--- src/htc_pkg.sv ---
// htc_pkg: shared widths, reset values, register indexes and types for the
// thermostat controller core. No dependencies.
`default_nettype none

package htc_pkg;

  localparam int unsigned ADC_W    = 8;
  localparam int unsigned SP_W     = 6;
  localparam int unsigned HYST_W   = 4;
  localparam int unsigned GAIN_W   = 9;
  localparam int unsigned HOLD_W   = 10;
  localparam int unsigned PERIOD_W = 8;
  localparam int unsigned TENS_W   = 6;
  localparam int unsigned UNITS_W  = 4;
  localparam int unsigned RAW_W    = 14;
  localparam int unsigned FILT_W   = 18;
  localparam int unsigned CFG_IDX_W  = 3;
  localparam int unsigned CFG_DATA_W = 10;

  localparam logic [HYST_W-1:0]   HYST_RST   = 4'd1;
  localparam logic [GAIN_W-1:0]   GAIN_RST   = 9'd77;
  localparam logic [GAIN_W-1:0]   GAIN_MAX   = 9'd256;
  localparam logic [HOLD_W-1:0]   HOLD_RST   = 10'd300;
  localparam logic [PERIOD_W-1:0] PERIOD_RST = 8'd30;
  localparam logic [SP_W-1:0]     SP_MAX_RST = 6'd40;
  localparam logic [SP_W-1:0]     SP_RST     = 6'd22;
  localparam logic signed [RAW_W-1:0]  RAW_RST  = 14'sd352;
  localparam logic signed [FILT_W-1:0] FILT_RST = 18'sd5632;
  localparam logic signed [RAW_W-1:0]  RAW_OFS  = 14'sd832;
  localparam logic [4:0] ADC_SCALE = 5'd29;

  typedef enum logic [CFG_IDX_W-1:0] {
    CFG_HYST   = 3'd0,
    CFG_GAIN   = 3'd1,
    CFG_HOLD   = 3'd2,
    CFG_PERIOD = 3'd3,
    CFG_SP_MAX = 3'd4
  } cfg_idx_t;

  typedef struct packed {
    logic [TENS_W-1:0]  tens;
    logic [UNITS_W-1:0] units;
    logic               minus;
  } tdig_t;

  typedef struct packed {
    logic               blank;
    logic [TENS_W-1:0]  tens;
    logic [UNITS_W-1:0] units;
    logic               minus;
    logic               setp;
  } disp_t;

  localparam tdig_t TDIG_RST = '{tens: 6'd2, units: 4'd2, minus: 1'b0};
  localparam disp_t DISP_BLANK = '{blank: 1'b1, tens: '0, units: '0, minus: 1'b0,
                                   setp: 1'b0};

  // tens and units of a 9-bit value (0 to 511) via multiply by 205 / 2048
  function automatic tdig_t split_dec(input logic [8:0] val);
    logic [16:0]        prod;
    logic [TENS_W-1:0]  tens;
    logic [9:0]         tens_x10;
    tdig_t              res;
    prod     = {8'd0, val} * 17'd205;
    tens     = prod[16:11];
    tens_x10 = {tens, 3'b000} + {3'b000, tens, 1'b0};
    res.tens  = tens;
    res.units = 4'(({1'b0, val} - tens_x10));
    res.minus = 1'b0;
    return res;
  endfunction

endpackage

`default_nettype wire

--- src/hysteresis_thermostat_controller_core.sv ---
// Hysteresis thermostat controller core: power toggle, setpoint buttons,
// bang-bang relay with hysteresis, exponential filter and display selection.
// Depends on htc_pkg.
// Path: a taken transaction waits in the input register, goes through one
// pass of the step logic and lands in the result register.
// Throughput: one transaction per cycle unless a result is held by a low
// out_ready; the input register lets one more transaction in while a result waits for out_ready.
// Reset (synchronous, rst_n low): registers return to their defaults, heater
// off, setpoint 22, display blank, filter at 22 degrees, both channels empty.
`default_nettype none

module hysteresis_thermostat_controller_core (
  input  wire logic                            clk,
  input  wire logic                            rst_n,
  input  wire logic                            cfg_we,
  input  wire logic [htc_pkg::CFG_IDX_W-1:0]   cfg_index,
  input  wire logic [htc_pkg::CFG_DATA_W-1:0]  cfg_data,
  input  wire logic                            in_valid,
  output logic                                 in_ready,
  input  wire logic                            in_power_button,
  input  wire logic                            in_up_button,
  input  wire logic                            in_down_button,
  input  wire logic [htc_pkg::ADC_W-1:0]       in_adc_sample,
  output logic                                 out_valid,
  input  wire logic                            out_ready,
  output logic                                 out_relay_on,
  output logic                                 out_heater_enabled,
  output logic                                 out_display_blank,
  output logic [htc_pkg::TENS_W-1:0]           out_display_tens,
  output logic [htc_pkg::UNITS_W-1:0]          out_display_units,
  output logic                                 out_display_minus,
  output logic                                 out_showing_setpoint,
  output logic                                 out_beep
);
  import htc_pkg::*;

  // configuration
  logic [HYST_W-1:0]   hyst_r;
  logic [GAIN_W-1:0]   gain_r;
  logic [HOLD_W-1:0]   hold_ticks_r;
  logic [PERIOD_W-1:0] period_r;
  logic [SP_W-1:0]     sp_max_r;

  // input register
  logic               in_v_r;
  logic               pw_r, up_r, dn_r;
  logic [ADC_W-1:0]   adc_r;

  // controller state
  logic                      mode_r, mode_nxt;
  logic [SP_W-1:0]           setpoint_r, setpoint_nxt;
  logic                      relay_r, relay_nxt;
  logic [HOLD_W-1:0]         hold_cnt_r, hold_cnt_nxt;
  logic [PERIOD_W-1:0]       sample_cnt_r, sample_cnt_nxt;
  logic signed [RAW_W-1:0]   raw_r, raw_nxt;
  logic signed [FILT_W-1:0]  filt_r, filt_nxt;
  tdig_t                     tdig_r, tdig_nxt;
  disp_t                     shown_r, shown_nxt;
  logic                      pf_power_r, pf_power_nxt;
  logic                      pf_up_r, pf_up_nxt;
  logic                      pf_down_r, pf_down_nxt;
  logic                      beep_nxt;

  // result register
  logic    out_valid_r;
  logic    out_relay_r, out_mode_r, out_beep_r;
  disp_t   out_disp_r;

  logic    adv;

  // datapath
  logic [GAIN_W-1:0]          gain_sat;
  logic [12:0]                adc_x29;
  logic signed [RAW_W-1:0]    raw_new;
  logic signed [18:0]         diff;
  logic signed [28:0]         prod;
  logic signed [20:0]         filt_sum;
  logic signed [FILT_W-1:0]   filt_new;
  logic [FILT_W-1:0]          filt_neg;
  logic [9:0]                 neg_mag;
  tdig_t                      sp_dig;
  logic signed [7:0]          sp_lo, sp_hi;
  logic signed [14:0]         thr_lo, thr_hi, raw_ext;

  assign adv      = in_v_r && (!out_valid_r || out_ready);
  assign in_ready = !in_v_r || adv;

  // sample conversion and filter update
  assign gain_sat = (gain_r > GAIN_MAX) ? GAIN_MAX : gain_r;
  assign adc_x29  = {5'd0, adc_r} * {8'd0, ADC_SCALE};
  assign raw_new  = $signed({1'b0, adc_x29}) - RAW_OFS;
  assign diff     = $signed({raw_new[RAW_W-1], raw_new, 4'b0000})
                  - $signed({filt_r[FILT_W-1], filt_r});
  assign prod     = diff * $signed({1'b0, gain_sat});
  // arithmetic shift of the product floors toward minus infinity
  assign filt_sum = $signed({{3{filt_r[FILT_W-1]}}, filt_r}) + prod[28:8];
  assign filt_new = filt_sum[FILT_W-1:0];

  // temperature digits follow the stored filter value; below -9 they hold
  assign filt_neg = -filt_r;
  assign neg_mag  = filt_neg[17:8];
  always_comb begin
    tdig_nxt = tdig_r;
    if (!filt_r[FILT_W-1]) begin
      tdig_nxt = split_dec(filt_r[16:8]);
    end else if (neg_mag == 10'd0) begin
      tdig_nxt = '{tens: '0, units: '0, minus: 1'b0};
    end else if (neg_mag <= 10'd9) begin
      tdig_nxt = '{tens: '0, units: neg_mag[3:0], minus: 1'b1};
    end
  end

  assign sp_dig  = split_dec({3'b000, setpoint_r});
  assign sp_lo   = $signed({2'b00, setpoint_r}) - $signed({4'b0000, hyst_r});
  assign sp_hi   = $signed({2'b00, setpoint_r}) + $signed({4'b0000, hyst_r});
  assign thr_lo  = $signed({{3{sp_lo[7]}}, sp_lo, 4'b0000});
  assign thr_hi  = $signed({{3{sp_hi[7]}}, sp_hi, 4'b0000});
  assign raw_ext = $signed({raw_r[RAW_W-1], raw_r});

  // one tick of the controller
  always_comb begin
    mode_nxt       = mode_r;
    setpoint_nxt   = setpoint_r;
    relay_nxt      = relay_r;
    hold_cnt_nxt   = hold_cnt_r;
    sample_cnt_nxt = sample_cnt_r;
    raw_nxt        = raw_r;
    filt_nxt       = filt_r;
    shown_nxt      = shown_r;
    pf_power_nxt   = pf_power_r;
    pf_up_nxt      = pf_up_r;
    pf_down_nxt    = pf_down_r;
    beep_nxt       = 1'b0;
    if (mode_r) begin
      if (hold_cnt_r < hold_ticks_r) begin
        shown_nxt    = '{blank: 1'b0, tens: sp_dig.tens, units: sp_dig.units,
                         minus: 1'b0, setp: 1'b1};
        hold_cnt_nxt = hold_cnt_r + 1'b1;
      end else if (!pf_up_r && !pf_down_r) begin
        shown_nxt = '{blank: 1'b0, tens: tdig_nxt.tens, units: tdig_nxt.units,
                      minus: tdig_nxt.minus, setp: 1'b0};
      end

      if (raw_ext < thr_lo) begin
        relay_nxt = 1'b1;
      end else if (raw_ext > thr_hi) begin
        relay_nxt = 1'b0;
      end

      if (sample_cnt_r < period_r) begin
        sample_cnt_nxt = sample_cnt_r + 1'b1;
      end else begin
        raw_nxt        = raw_new;
        filt_nxt       = filt_new;
        sample_cnt_nxt = '0;
        pf_up_nxt      = 1'b0;
        pf_down_nxt    = 1'b0;
      end

      // an up press at the limit still counts as a press
      if (up_r && !pf_up_nxt) begin
        if (setpoint_nxt < sp_max_r) begin
          setpoint_nxt = setpoint_nxt + 1'b1;
        end
        beep_nxt     = 1'b1;
        pf_up_nxt    = 1'b1;
        hold_cnt_nxt = '0;
      end else if (!up_r && pf_up_nxt) begin
        pf_up_nxt = 1'b0;
      end

      // a down press at zero is ignored altogether
      if (dn_r && !pf_down_nxt) begin
        if (setpoint_nxt != '0) begin
          setpoint_nxt = setpoint_nxt - 1'b1;
          beep_nxt     = 1'b1;
          pf_down_nxt  = 1'b1;
          hold_cnt_nxt = '0;
        end
      end else if (!dn_r && pf_down_nxt) begin
        pf_down_nxt = 1'b0;
      end

      if (pw_r && !pf_power_r) begin
        beep_nxt     = 1'b1;
        mode_nxt     = 1'b0;
        relay_nxt    = 1'b0;
        pf_power_nxt = 1'b1;
        shown_nxt    = DISP_BLANK;
      end else if (!pw_r && pf_power_r) begin
        pf_power_nxt = 1'b0;
      end
    end else begin
      if (pw_r && !pf_power_r) begin
        beep_nxt     = 1'b1;
        mode_nxt     = 1'b1;
        relay_nxt    = 1'b0;
        pf_power_nxt = 1'b1;
      end else if (!pw_r && pf_power_r) begin
        pf_power_nxt = 1'b0;
      end
    end
  end

  // configuration registers
  always_ff @(posedge clk) begin
    if (!rst_n) begin
      hyst_r       <= HYST_RST;
      gain_r       <= GAIN_RST;
      hold_ticks_r <= HOLD_RST;
      period_r     <= PERIOD_RST;
      sp_max_r     <= SP_MAX_RST;
    end else if (cfg_we) begin
      unique case (cfg_idx_t'(cfg_index))
        CFG_HYST:   hyst_r       <= cfg_data[HYST_W-1:0];
        CFG_GAIN:   gain_r       <= cfg_data[GAIN_W-1:0];
        CFG_HOLD:   hold_ticks_r <= cfg_data[HOLD_W-1:0];
        CFG_PERIOD: period_r     <= cfg_data[PERIOD_W-1:0];
        CFG_SP_MAX: sp_max_r     <= cfg_data[SP_W-1:0];
        default: ;
      endcase
    end
  end

  // input register
  always_ff @(posedge clk) begin
    if (!rst_n) begin
      in_v_r <= 1'b0;
    end else if (in_ready) begin
      in_v_r <= in_valid;
    end
    if (in_valid && in_ready) begin
      pw_r  <= in_power_button;
      up_r  <= in_up_button;
      dn_r  <= in_down_button;
      adc_r <= in_adc_sample;
    end
  end

  // controller state
  always_ff @(posedge clk) begin
    if (!rst_n) begin
      mode_r       <= 1'b0;
      setpoint_r   <= SP_RST;
      relay_r      <= 1'b0;
      hold_cnt_r   <= '0;
      sample_cnt_r <= '0;
      raw_r        <= RAW_RST;
      filt_r       <= FILT_RST;
      tdig_r       <= TDIG_RST;
      shown_r      <= DISP_BLANK;
      pf_power_r   <= 1'b0;
      pf_up_r      <= 1'b0;
      pf_down_r    <= 1'b0;
    end else begin
      tdig_r <= tdig_nxt;
      if (adv) begin
        mode_r       <= mode_nxt;
        setpoint_r   <= setpoint_nxt;
        relay_r      <= relay_nxt;
        hold_cnt_r   <= hold_cnt_nxt;
        sample_cnt_r <= sample_cnt_nxt;
        raw_r        <= raw_nxt;
        filt_r       <= filt_nxt;
        shown_r      <= shown_nxt;
        pf_power_r   <= pf_power_nxt;
        pf_up_r      <= pf_up_nxt;
        pf_down_r    <= pf_down_nxt;
      end
    end
  end

  // result register
  always_ff @(posedge clk) begin
    if (!rst_n) begin
      out_valid_r <= 1'b0;
    end else if (adv) begin
      out_valid_r <= 1'b1;
    end else if (out_ready) begin
      out_valid_r <= 1'b0;
    end
    if (adv) begin
      out_relay_r <= relay_nxt;
      out_mode_r  <= mode_nxt;
      out_disp_r  <= shown_nxt;
      out_beep_r  <= beep_nxt;
    end
  end

  assign out_valid            = out_valid_r;
  assign out_relay_on         = out_relay_r;
  assign out_heater_enabled   = out_mode_r;
  assign out_display_blank    = out_disp_r.blank;
  assign out_display_tens     = out_disp_r.tens;
  assign out_display_units    = out_disp_r.units;
  assign out_display_minus    = out_disp_r.minus;
  assign out_showing_setpoint = out_disp_r.setp;
  assign out_beep             = out_beep_r;

`ifndef NO_ASSERTIONS
  // relay can only be energised while the heater is on
  a_relay_needs_mode: assert property (@(posedge clk) disable iff (!rst_n)
    relay_r |-> mode_r)
    else $error("relay on while heater off");

  // display stays blank whenever the heater is off
  a_blank_when_off: assert property (@(posedge clk) disable iff (!rst_n)
    !mode_r |-> shown_r.blank)
    else $error("display lit while heater off");

  // a stepped transaction always shows up as a result next cycle
  a_adv_gives_result: assert property (@(posedge clk) disable iff (!rst_n)
    adv |=> out_valid_r && (out_mode_r == mode_r) && (out_relay_r == relay_r))
    else $error("result register out of step with state");

  // setpoint display never carries a minus sign or a blank
  a_setp_clean: assert property (@(posedge clk) disable iff (!rst_n)
    shown_r.setp |-> (!shown_r.minus && !shown_r.blank))
    else $error("setpoint display flags inconsistent");
`endif

endmodule

`default_nettype wire

--- config.mk ---
export PLATFORM = sky130hd
export DESIGN_NAME = hysteresis_thermostat_controller_core
export DESIGN_NICKNAME = d
export VERILOG_FILES = /design/src/htc_pkg.sv /design/src/hysteresis_thermostat_controller_core.sv
export SDC_FILE = /design/constraint.sdc
export NUM_CORES = 1
export LEC_CHECK = 0
export BUFFER_PORTS_ARGS = -buffer_cell sky130_fd_sc_hd__buf_2
export CAP_MARGIN = 20
export CORE_UTILIZATION = 59
export CTS_CLUSTER_DIAMETER = 30
export DETAILED_ROUTE_END_ITERATION = 8
export GPL_TIMING_DRIVEN = 0
export PLACE_DENSITY_LB_ADDON = 0.08
export SLEW_MARGIN = 20
export SYNTH_ARGS = -nofsm -noshare
export SYNTH_HDL_FRONTEND = slang
export SYNTH_SLANG_ARGS = --single-unit
--- constraint.sdc ---
create_clock -name clk -period 11.3 [get_ports clk]
set_input_delay 1.695 -clock clk [delete_from_list [all_inputs] [get_ports clk]]
set_output_delay 1.695 -clock clk [all_outputs]
set_load 0.05 [all_outputs]
==> metrics, run 1 <==
largest family of logic cells by synthesized area=adder cells; Remaining DRCs=0; vias in the first global route=around 14,000; post-synth net total=roughly 2,500; Synth area leaders=fa_1 19%, ha_1 18%, dfxtp_1 14%; count of input and output buffers=43; element type at the critical path start=flip-flop; Total GRT Usage=0.309; share of cells above drive strength 1=0.0779; Clock Skews=16.5 ps; Reg-to-Reg Start=adc_r[0]$_DFFE_PP_; status=finished clean; drt total wl=45,000 microns; Slew @ Worst Pin=roughly 1100 ps; Worst-Skew Late Latency=about 440 ps; Root Driver=clkbuf_16; max incr delay on CP=approximately 570 ps; Slew headroom=0.283; DR iter-0 viols=1,007; CP Capture Type=flip-flop; CTS tree=done; WP data required=11,650 ps; top-count cell post-synth=inv_1; post-route setup TNS=0 ps; area of the multi-input gates=between 0.01 and 0.015 sq mm; setup violators final=0; dpl cell area=between 0.015 and 0.02 sq mm; Die X=174 microns; FMAX=90.9 MHz; WL met2=21,200 microns; cts bufs inserted=17; compound-gate portion of the synthesized area=0.126; DIE HEIGHT=between 150 and 200 microns; dpl hpwl=36,200 microns; sequential fraction of the synthesis area=0.188; worst hold stages=2; DR vias=between 10,000 and 15,000; die footprint=about 0.030 sq mm; H-tree levels=4; critical path class=flip-flop to flip-flop; Synth Warn #=0; wire length per cell=18.0 microns; Setup crit start=adc_r[0]$_DFFE_PP_; Clock transition at path regs=roughly 70 ps; Hold-fix buffers, CTS=0; Period minus WS final=11,000 ps; Max-Cap Viols=0; post-synth cell types=78; Core Area=about 0.029 sq mm; Sink Count=151; Clock Path Buffers=2; CP max stage cell=fa_1; ys flop type=dfxtp_1; adder-cell share of the synthesized area=0.369; met1 WL=19,800 microns; post-synthesis cell count=2,024; Ports=47; Post-synth EDFFs=27; remaining global-route overflow=0; cell area after synthesis=~0.017 sq mm; Slew Viols, Final=0; global-route wire length before repair=73,400 microns; Max Fanout on Critical Path=7; synth cell count leaders=310 x inv_1, 250 x ha_1, 225 x nand2_1, 189 x nor2_1, 166 x fa_1; Layout area overhead=9.76%; ant diodes=0; antenna-violating nets left=0; CP arrival=11,350 ps; nets@finish=2,550; Initial Util=0.604; Via density=5.69; DR top layer=met5; HP Start=gain_r[1]$_SDFFE_PN0P_; post-synth top area share=0.190; post-synth top area cell=fa_1; antenna violations before repair=1; multiplexer share of the synthesized area=0.00709; register bit total from synthesis=roughly 150; syn avg cell area=8.63 sq um; FFs w/ async S/R, synth=0; final RePlAce weighted congestion=0.949; Simple-Gate Fraction of Synth Area=0.157; R2R cell count=46; number of cells on the critical path=46; worst path bufs/invs=8; Reg area=0.00329 sq mm; HP Class=flip-flop to flip-flop; Initial DRT Pass Iterations=5; Final Hold Fails=0; met3 wire len=2490 microns; Final Instance Area=0.0192 sq mm; Rows=62; Crit path max-delay family=adder cells; Fill cells=2,480; post-route clock period utilization=0.973; pin count of the biggest net entering global routing=25; xor-xnor portion of the synthesized cell area=0.0699
## final timing paths
path | endpoint | slack [ps]
setup / recovery | filt_r[17]$_SDFFE_PN0P_ | 300
hold / removal | gain_r[1]$_SDFFE_PN0P_ | 450
setup reg to reg | filt_r[17]$_SDFFE_PN0P_ | 300
hold reg to reg | gain_r[1]$_SDFFE_PN0P_ | 450
## flip-flops by register name, indices dropped and copies added (netlist names), 4 cells and up
signal             flops
sample_cnt_r           8
out_display_units      4
setpoint_r             6
sp_max_r               6
out_display_tens       6
hold_ticks_r          10
filt_r                18
hold_cnt_r            10
period_r               8
gain_r                 9
shown_r               13
tdig_r                11
hyst_r                 4
raw_r                 14
adc_r                  8
## per-layer routing
metal	global-route usage	vias to the layer above
li1	-	6797
met1	0.414	6923
met2	0.508	408
met3	0.0437	107
met4	0.114	2
met5	0	-
## per-stage QoR
stage	util	std cells	hold slack [ps]	worst slack (ps)
6_report	0.663	2502	453	300
4_1_cts	0.654	2486	450	6.78
3_3_place_gp	0.628	2451	441	-633
2_1_floorplan	-	2024	431	797
5_1_grt	0.663	2502	472	-105
3_5_place_dp	0.628	2451	442	-763
## area by class of cell
cell class              instances  area share
multi-input cells            1495       0.679
well taps                     384      0.0251
repair buffers                 64      0.0194
clock inverters                13     0.00692
inverters                     314      0.0615
flip-flops and latches        151       0.172
clock buffers                  19      0.0237
plain buffers                  62      0.0126
## cells in the final DEF, fill, tap and decap left out, types with 19 or more instances in the layout
cell type  Yosys  routed
xnor2_1       88      77
and2_1        37      37
nand2_1      225     224
buf_4          1      22
nor2_1       189     189
inv_1        310     310
dfxtp_1      124     124
clkbuf_1      55      54
a21o_1        34      33
fa_1         166     165
nand2b_1      19      19
buf_2          3      46
nand3_1       44      44
a21oi_1       99      93
o21ai_0       52      48
edfxtp_1      27      27
ha_1         250     243
o21a_1        22      22
xor2_1        43      40
## worst reg2reg max path: cells and delay by family (launching register included)
| kind | cells | cell delay (ps) |
|---|---|---|
| fa+ha+maj | 13 | 5530 |
| flops | 1 | 480 |
| xor+xnor | 4 | 740 |
| simple gates | 5 | 1000 |
| buf+inv | 8 | 550 |
| compound gates | 16 | 2650 |
## kinds of logic after synthesis
logic type | Yosys count
fa+ha+maj | 416
buf+inv | 378
mux | 12
xor+xnor | 134
simple gates | 609
compound gates | 324
flops | 151
## what timing repair did
action	CTS	global route
setup endpoints to repair	1	1
setup buffers	5	16
cloned	0	0
resized for setup	27	24
hold endpoints to repair	0	0
pin swaps	4	12
Power of run 1 is left out: the tool's default activity adds up to more than one toggle a clock period on the data nets, which glitch-free logic cannot reach.
==> run 2: changes to the inputs <==
REMOVE_ABC_BUFFERS = 1   (was unset)
==> metrics, run 2 (synthesized netlist as in run 1, its figures left out) <==
drt total wl=41,300 microns (-8.3%); CP arrival=11,250 ps (-100 ps); CP Capture Type=flip-flop; Root Driver=clkbuf_16; end of the worst hold path=raw_r[2]$_SDFFE_PN0P_; Final Instance Area=0.0191 sq mm (-0.46%); share of cells above drive strength 1=0.0882 (+0.0103); wire length per cell=16.9 microns (-6.2%); Slew @ Worst Pin=1030 ps (-47.3 ps); DIE HEIGHT=174 microns (unchanged); Max Fanout on Critical Path=7 (unchanged); Die X=174 microns (unchanged); remaining global-route overflow=0 (unchanged); count of input and output buffers=46 (+7.0%); vias in the first global route=13,900 (-3.0%); global-route wire length before repair=69,000 microns (-6.0%); antenna-violating nets left=0 (unchanged); critical path class=flip-flop to flip-flop; Sink Count=151 (unchanged); most common cell after layout, fill and taps aside=inv_1; Largest Register=filt_r; antenna violations before repair=0 (-1); Clock Path Buffers=2 (unchanged); Reg-to-Reg End=filt_r[17]$_SDFFE_PN0P_; Reg-to-Reg Start=adc_r[1]$_DFFE_PP_; Via density=5.64 (-0.83%); dpl hpwl=32,600 microns (-9.9%); max incr delay on CP=560 ps (about the same); dpl cell area=0.0180 sq mm (-0.78%); final cell count without fillers=2,447 (-2.2%); FMAX=91.8 MHz (+0.99%); HP Class=flip-flop to flip-flop; status=finished clean; Largest regs=filt_r (18), raw_r (14), shown_r (13); R2R cell count=46 (unchanged); DR iter-0 viols=903 (-10%); placed cells=2,396 (-2.2%); Clock Skews=13.7 ps (-2.82 ps); H-tree levels=4 (unchanged); nets@finish=2,495 (-2.2%); max reg flops=18 (unchanged); Hold-fix buffers, CTS=0 (unchanged); cell mode on critical path=fa_1; die footprint=0.0303 sq mm (unchanged); Final Hold Fails=0 (unchanged); setup violators final=0 (unchanged); final RePlAce weighted congestion=0.891 (-6.1%); R2R setup slack=410 ps (+110 ps); Total GRT Usage=0.284 (-0.0248); Core Area=0.0289 sq mm (unchanged); element type at the critical path start=flip-flop; Remaining DRCs=0 (unchanged); Max-Cap Viols=0 (unchanged); Setup crit start=adc_r[1]$_DFFE_PP_; Fill cells=2,426 (-2.2%); CP max stage cell=fa_1; Slew headroom=0.313 (+0.0301); Initial Util=0.604 (unchanged); Rows=62 (unchanged); post-route clock period utilization=0.964 (-0.00955); WP data required=11,660 ps (about the same); ant diodes=0 (unchanged); Period minus WS final=10,890 ps (-108 ps); post-route setup TNS=0 ps (unchanged); pin count of the biggest net entering global routing=43 (+72%); Clock transition at path regs=70 ps (about the same); CTS tree=done; DR vias=13,800 (-3.0%); worst hold stages=2 (unchanged); Worst-Skew Late Latency=430 ps (about the same); commonest cells after routing, fill and taps aside=310 x inv_1, 244 x ha_1, 224 x nand2_1; HP Start=raw_r[2]$_SDFFE_PN0P_; Layout area overhead=9.26%; Slew Viols, Final=0 (unchanged); cts bufs inserted=17 (unchanged); Initial DRT Pass Iterations=7 (+2); Ports=47 (unchanged)
==> run 2: cell count changes in the layout (fill, tap and decap cells not counted), sizes merged <==
cell,delta
bufinv,-1
clkinv,+3
clkbuf,-56
buf,-1
==> run 2: repair_timing <==
action	CTS	global route
setup endpoints to repair	1	1
pin swaps	4	18
resized for setup	21	37
buffers inserted	10	9
==> run 2: layer usage <==
| layer | vias up | track usage | share of wire | routed length [microns] |
|---|---|---|---|---|
| li1 | 6676 | - | - | - |
| met1 | 6755 | 0.383 | 0.45 | 18500 |
| met2 | 314 | 0.497 | 0.49 | 20300 |
| met3 | 63 | 0.0243 | 0.042 | 1720 |
| met4 | 0 | 0.0599 | 0.018 | 744 |
| met5 | - | 0 | 0 | 0 |
==> run 2: area by class of cell <==
cell class / count / area (sq um) / share of cell area
Clock buffer: 17 / 425 / 0.0223
Inverter: 314 / 1180 / 0.0618
Multi-Input combinational cell: 1495 / 13100 / 0.685
Clock inverter: 15 / 174 / 0.00911
Sequential cell: 151 / 3290 / 0.173
Tap cell: 384 / 480 / 0.0252
Timing Repair Buffer: 71 / 449 / 0.0235
==> run 2: critical path: cells and delay by family, from the launching register on <==
kind / cells / cell delay (ps)
buffers and inverters: 8 / 570
XOR/XNOR: 4 / 780
AND/OR/NAND/NOR: 5 / 1010
flip-flops: 1 / 410
adder cells (fa/ha/maj): 13 / 5330
AO/OA/AOI/OAI: 16 / 2720
==> run 2: worst max path at each step <==
| stage | to | slack [ps] |
|---|---|---|
| 6_report | filt_r[17]$_SDFFE_PN0P_ | 410 |
| 5_1_grt | filt_r[17]$_SDFFE_PN0P_ | -10 |
| 4_1_cts | filt_r[17]$_SDFFE_PN0P_ | 10 |
| 3_5_place_dp | filt_r[17]$_SDFFE_PN0P_ | -850 |
| 3_3_place_gp | filt_r[17]$_SDFFE_PN0P_ | -850 |
| 2_1_floorplan | filt_r[17]$_SDFFE_PN0P_ | 730 |
==> run 2: per-stage QoR <==
step | setup slack, ps | utilization | hold slack [ps]
after detailed placement | -850 | 0.623 | 448
after global routing | -11.4 | 0.660 | 478
final | 408 | 0.660 | 457
after floorplan | 730 | - | 431
after CTS | 11.9 | 0.650 | 457
after global placement | -851 | 0.620 | 440
Power of run 2 is left out for the same reason.
==> run 3: changes to the inputs <==
--- a/config.mk
+++ b/config.mk
@@ -9,3 +9,3 @@
 export CAP_MARGIN = 20
-export CORE_UTILIZATION = 59
+export CORE_UTILIZATION = 30
 export CTS_CLUSTER_DIAMETER = 30
==> constraint.sdc (replaced) <==
create_clock -name clk -period 11.3 [get_ports clk]
set_input_delay 2.825 -clock clk [delete_from_list [all_inputs] [get_ports clk]]
set_output_delay 2.825 -clock clk [all_outputs]
set_load 0.05 [all_outputs]
==> metrics, run 3 (synthesized netlist as in run 1, its figures left out) <==
Die X=243 microns (+40%); Initial DRT Pass Iterations=5 (-2); CP arrival=11,120 ps (-130 ps); element type at the critical path start=flip-flop; Core Area=0.0576 sq mm (+99%); die footprint=0.0592 sq mm (+95%); dpl hpwl=38,000 microns (+17%); Via density=4.73 (-16%); wire length per cell=16.7 microns (-1.3%); vias in the first global route=14,000 (+1.1%); Clock transition at path regs=70 ps (about the same); Largest regs=filt_r (18), raw_r (14), shown_r (13); final RePlAce weighted congestion=0.830 (-6.8%); DIE HEIGHT=243 microns (+40%); final cell count without fillers=2,838 (+16%); Max Fanout on Critical Path=4 (-3); Hold-fix buffers, CTS=0 (unchanged); Period minus WS final=10,740 ps (-150 ps); DR iter-0 viols=536 (-41%); Reg-to-Reg Start=adc_r[1]$_DFFE_PP_; status=finished clean; HP Class=flip-flop to flip-flop; placed cells=2,778 (+16%); DR vias=13,400 (-2.7%); Sink Count=151 (unchanged); Max-Cap Viols=0 (unchanged); Slew Viols, Final=0 (unchanged); antenna-violating nets left=0 (unchanged); Initial Util=0.303 (-0.300); Worst-Skew Late Latency=460 ps (+30 ps); Final Hold Fails=0 (unchanged); Slew @ Worst Pin=1030 ps (-1.26 ps); pin count of the biggest net entering global routing=70 (+63%); remaining global-route overflow=0 (unchanged); Slew headroom=0.314 (+0.000841); count of input and output buffers=46 (unchanged); nets@finish=2,506 (+0.44%); Remaining DRCs=0 (unchanged); RSZ-0062 raised after global routing=no; Ports=47 (unchanged); drt total wl=47,300 microns (+15%); CP max stage cell=fa_2; Layout area overhead=12.8%; antenna violations before repair=1 (+1); post-route clock period utilization=0.951 (-0.0133); Largest Register=filt_r; global-route wire length before repair=77,300 microns (+12%); Fill cells=6,063 (+150%); FMAX=93.1 MHz (+1.4%); CTS tree=done; worst path bufs/invs=8 (unchanged); H-tree levels=4 (unchanged); Total GRT Usage=0.166 (-0.118); cts bufs inserted=17 (unchanged); most common cell after layout, fill and taps aside=inv_1; max reg flops=18 (unchanged); Rows=88 (+42%); critical path class=flip-flop to flip-flop; Clock Skews=30.7 ps (+17.0 ps); commonest cells after routing, fill and taps aside=309 x inv_1, 240 x ha_1, 223 x nand2_1; max incr delay on CP=580 ps (+20 ps); setup violators final=0 (unchanged); WP data required=11,680 ps (+20 ps); share of cells above drive strength 1=0.0941 (+0.00589); Clock Path Buffers=2 (unchanged); HP Start=raw_r[1]$_SDFFE_PN0P_; Crit path max-delay family=adder cells; CP Capture Type=flip-flop; Setup crit start=adc_r[1]$_DFFE_PP_; Root Driver=clkbuf_16
[run 3: cell types whose count changed in the layout (fill, tap and decap cells not counted), moves of 2 or more]
cell / delta
a21oi_2: -2
buf_4: +10
clkbuf_16: +2
clkinv_4: +2
clkinv_8: -5
ha_1: -4
ha_2: +3
inv_8: -2
nor2_1: +2
nor2_2: -2
[run 3: layer usage]
metal  wire length, microns  vias to the layer above  share of wire  track usage
li1                       -                     6686              -            -
met1                  22800                     6573           0.48        0.223
met2                  22700                      133           0.48        0.286
met3                    995                       38          0.021       0.0204
met4                    778                        0          0.016       0.0331
met5                      0                        -              0            0
[run 3: layout make-up]
| class | instances | area [sq um] | area share |
|---|---|---|---|
| Antenna cell | 1 | 2.50 | 0.000127 |
| Clock buffer | 20 | 479 | 0.0243 |
| Clock inverter | 10 | 108 | 0.00546 |
| Inverter | 314 | 1180 | 0.0600 |
| Multi-Input combinational cell | 1495 | 13100 | 0.667 |
| Sequential cell | 151 | 3290 | 0.167 |
| Tap cell | 765 | 957 | 0.0486 |
| Timing Repair Buffer | 82 | 539 | 0.0274 |
[run 3: tightest hold or removal path, cell delays in order (launching register included)]
cell	delay [ps]
dfxtp_1	310
nand2_1	50
a21oi_1	50
[run 3: final timing paths]
check                                               end  slack [ps]  cells after the start
worst max-delay path            filt_r[17]$_SDFFE_PN0P_         560                     46
worst min-delay path              raw_r[1]$_SDFFE_PN0P_         460                      2
worst max register to register  filt_r[17]$_SDFFE_PN0P_         560                     46
worst min register to register    raw_r[1]$_SDFFE_PN0P_         460                      2
[run 3: timing repair]
item | CTS | global route
pin swaps | 4 | 29
endpoints found under the setup margin | 2 | 1
endpoints found under the hold margin | 0 | 0
gates resized for setup | 23 | 46
setup buffers | 8 | 21
[run 3: stage by stage]
step / hold slack, ps / setup TNS [ps] / setup WS, ps / utilization / area, sq um
2_1_floorplan: 431 / 0 / 730 / - / 17200
3_5_place_dp: 444 / -896 / -878 / 0.322 / 18500
3_3_place_gp: 441 / -2260 / -1260 / 0.320 / 18400
6_report: 455 / 0 / 558 / 0.342 / 19700
4_1_cts: 453 / 0 / 1.74 / 0.335 / 19300
5_1_grt: 465 / 0 / 41.2 / 0.342 / 19700
Power of run 3 is left out for the same reason.
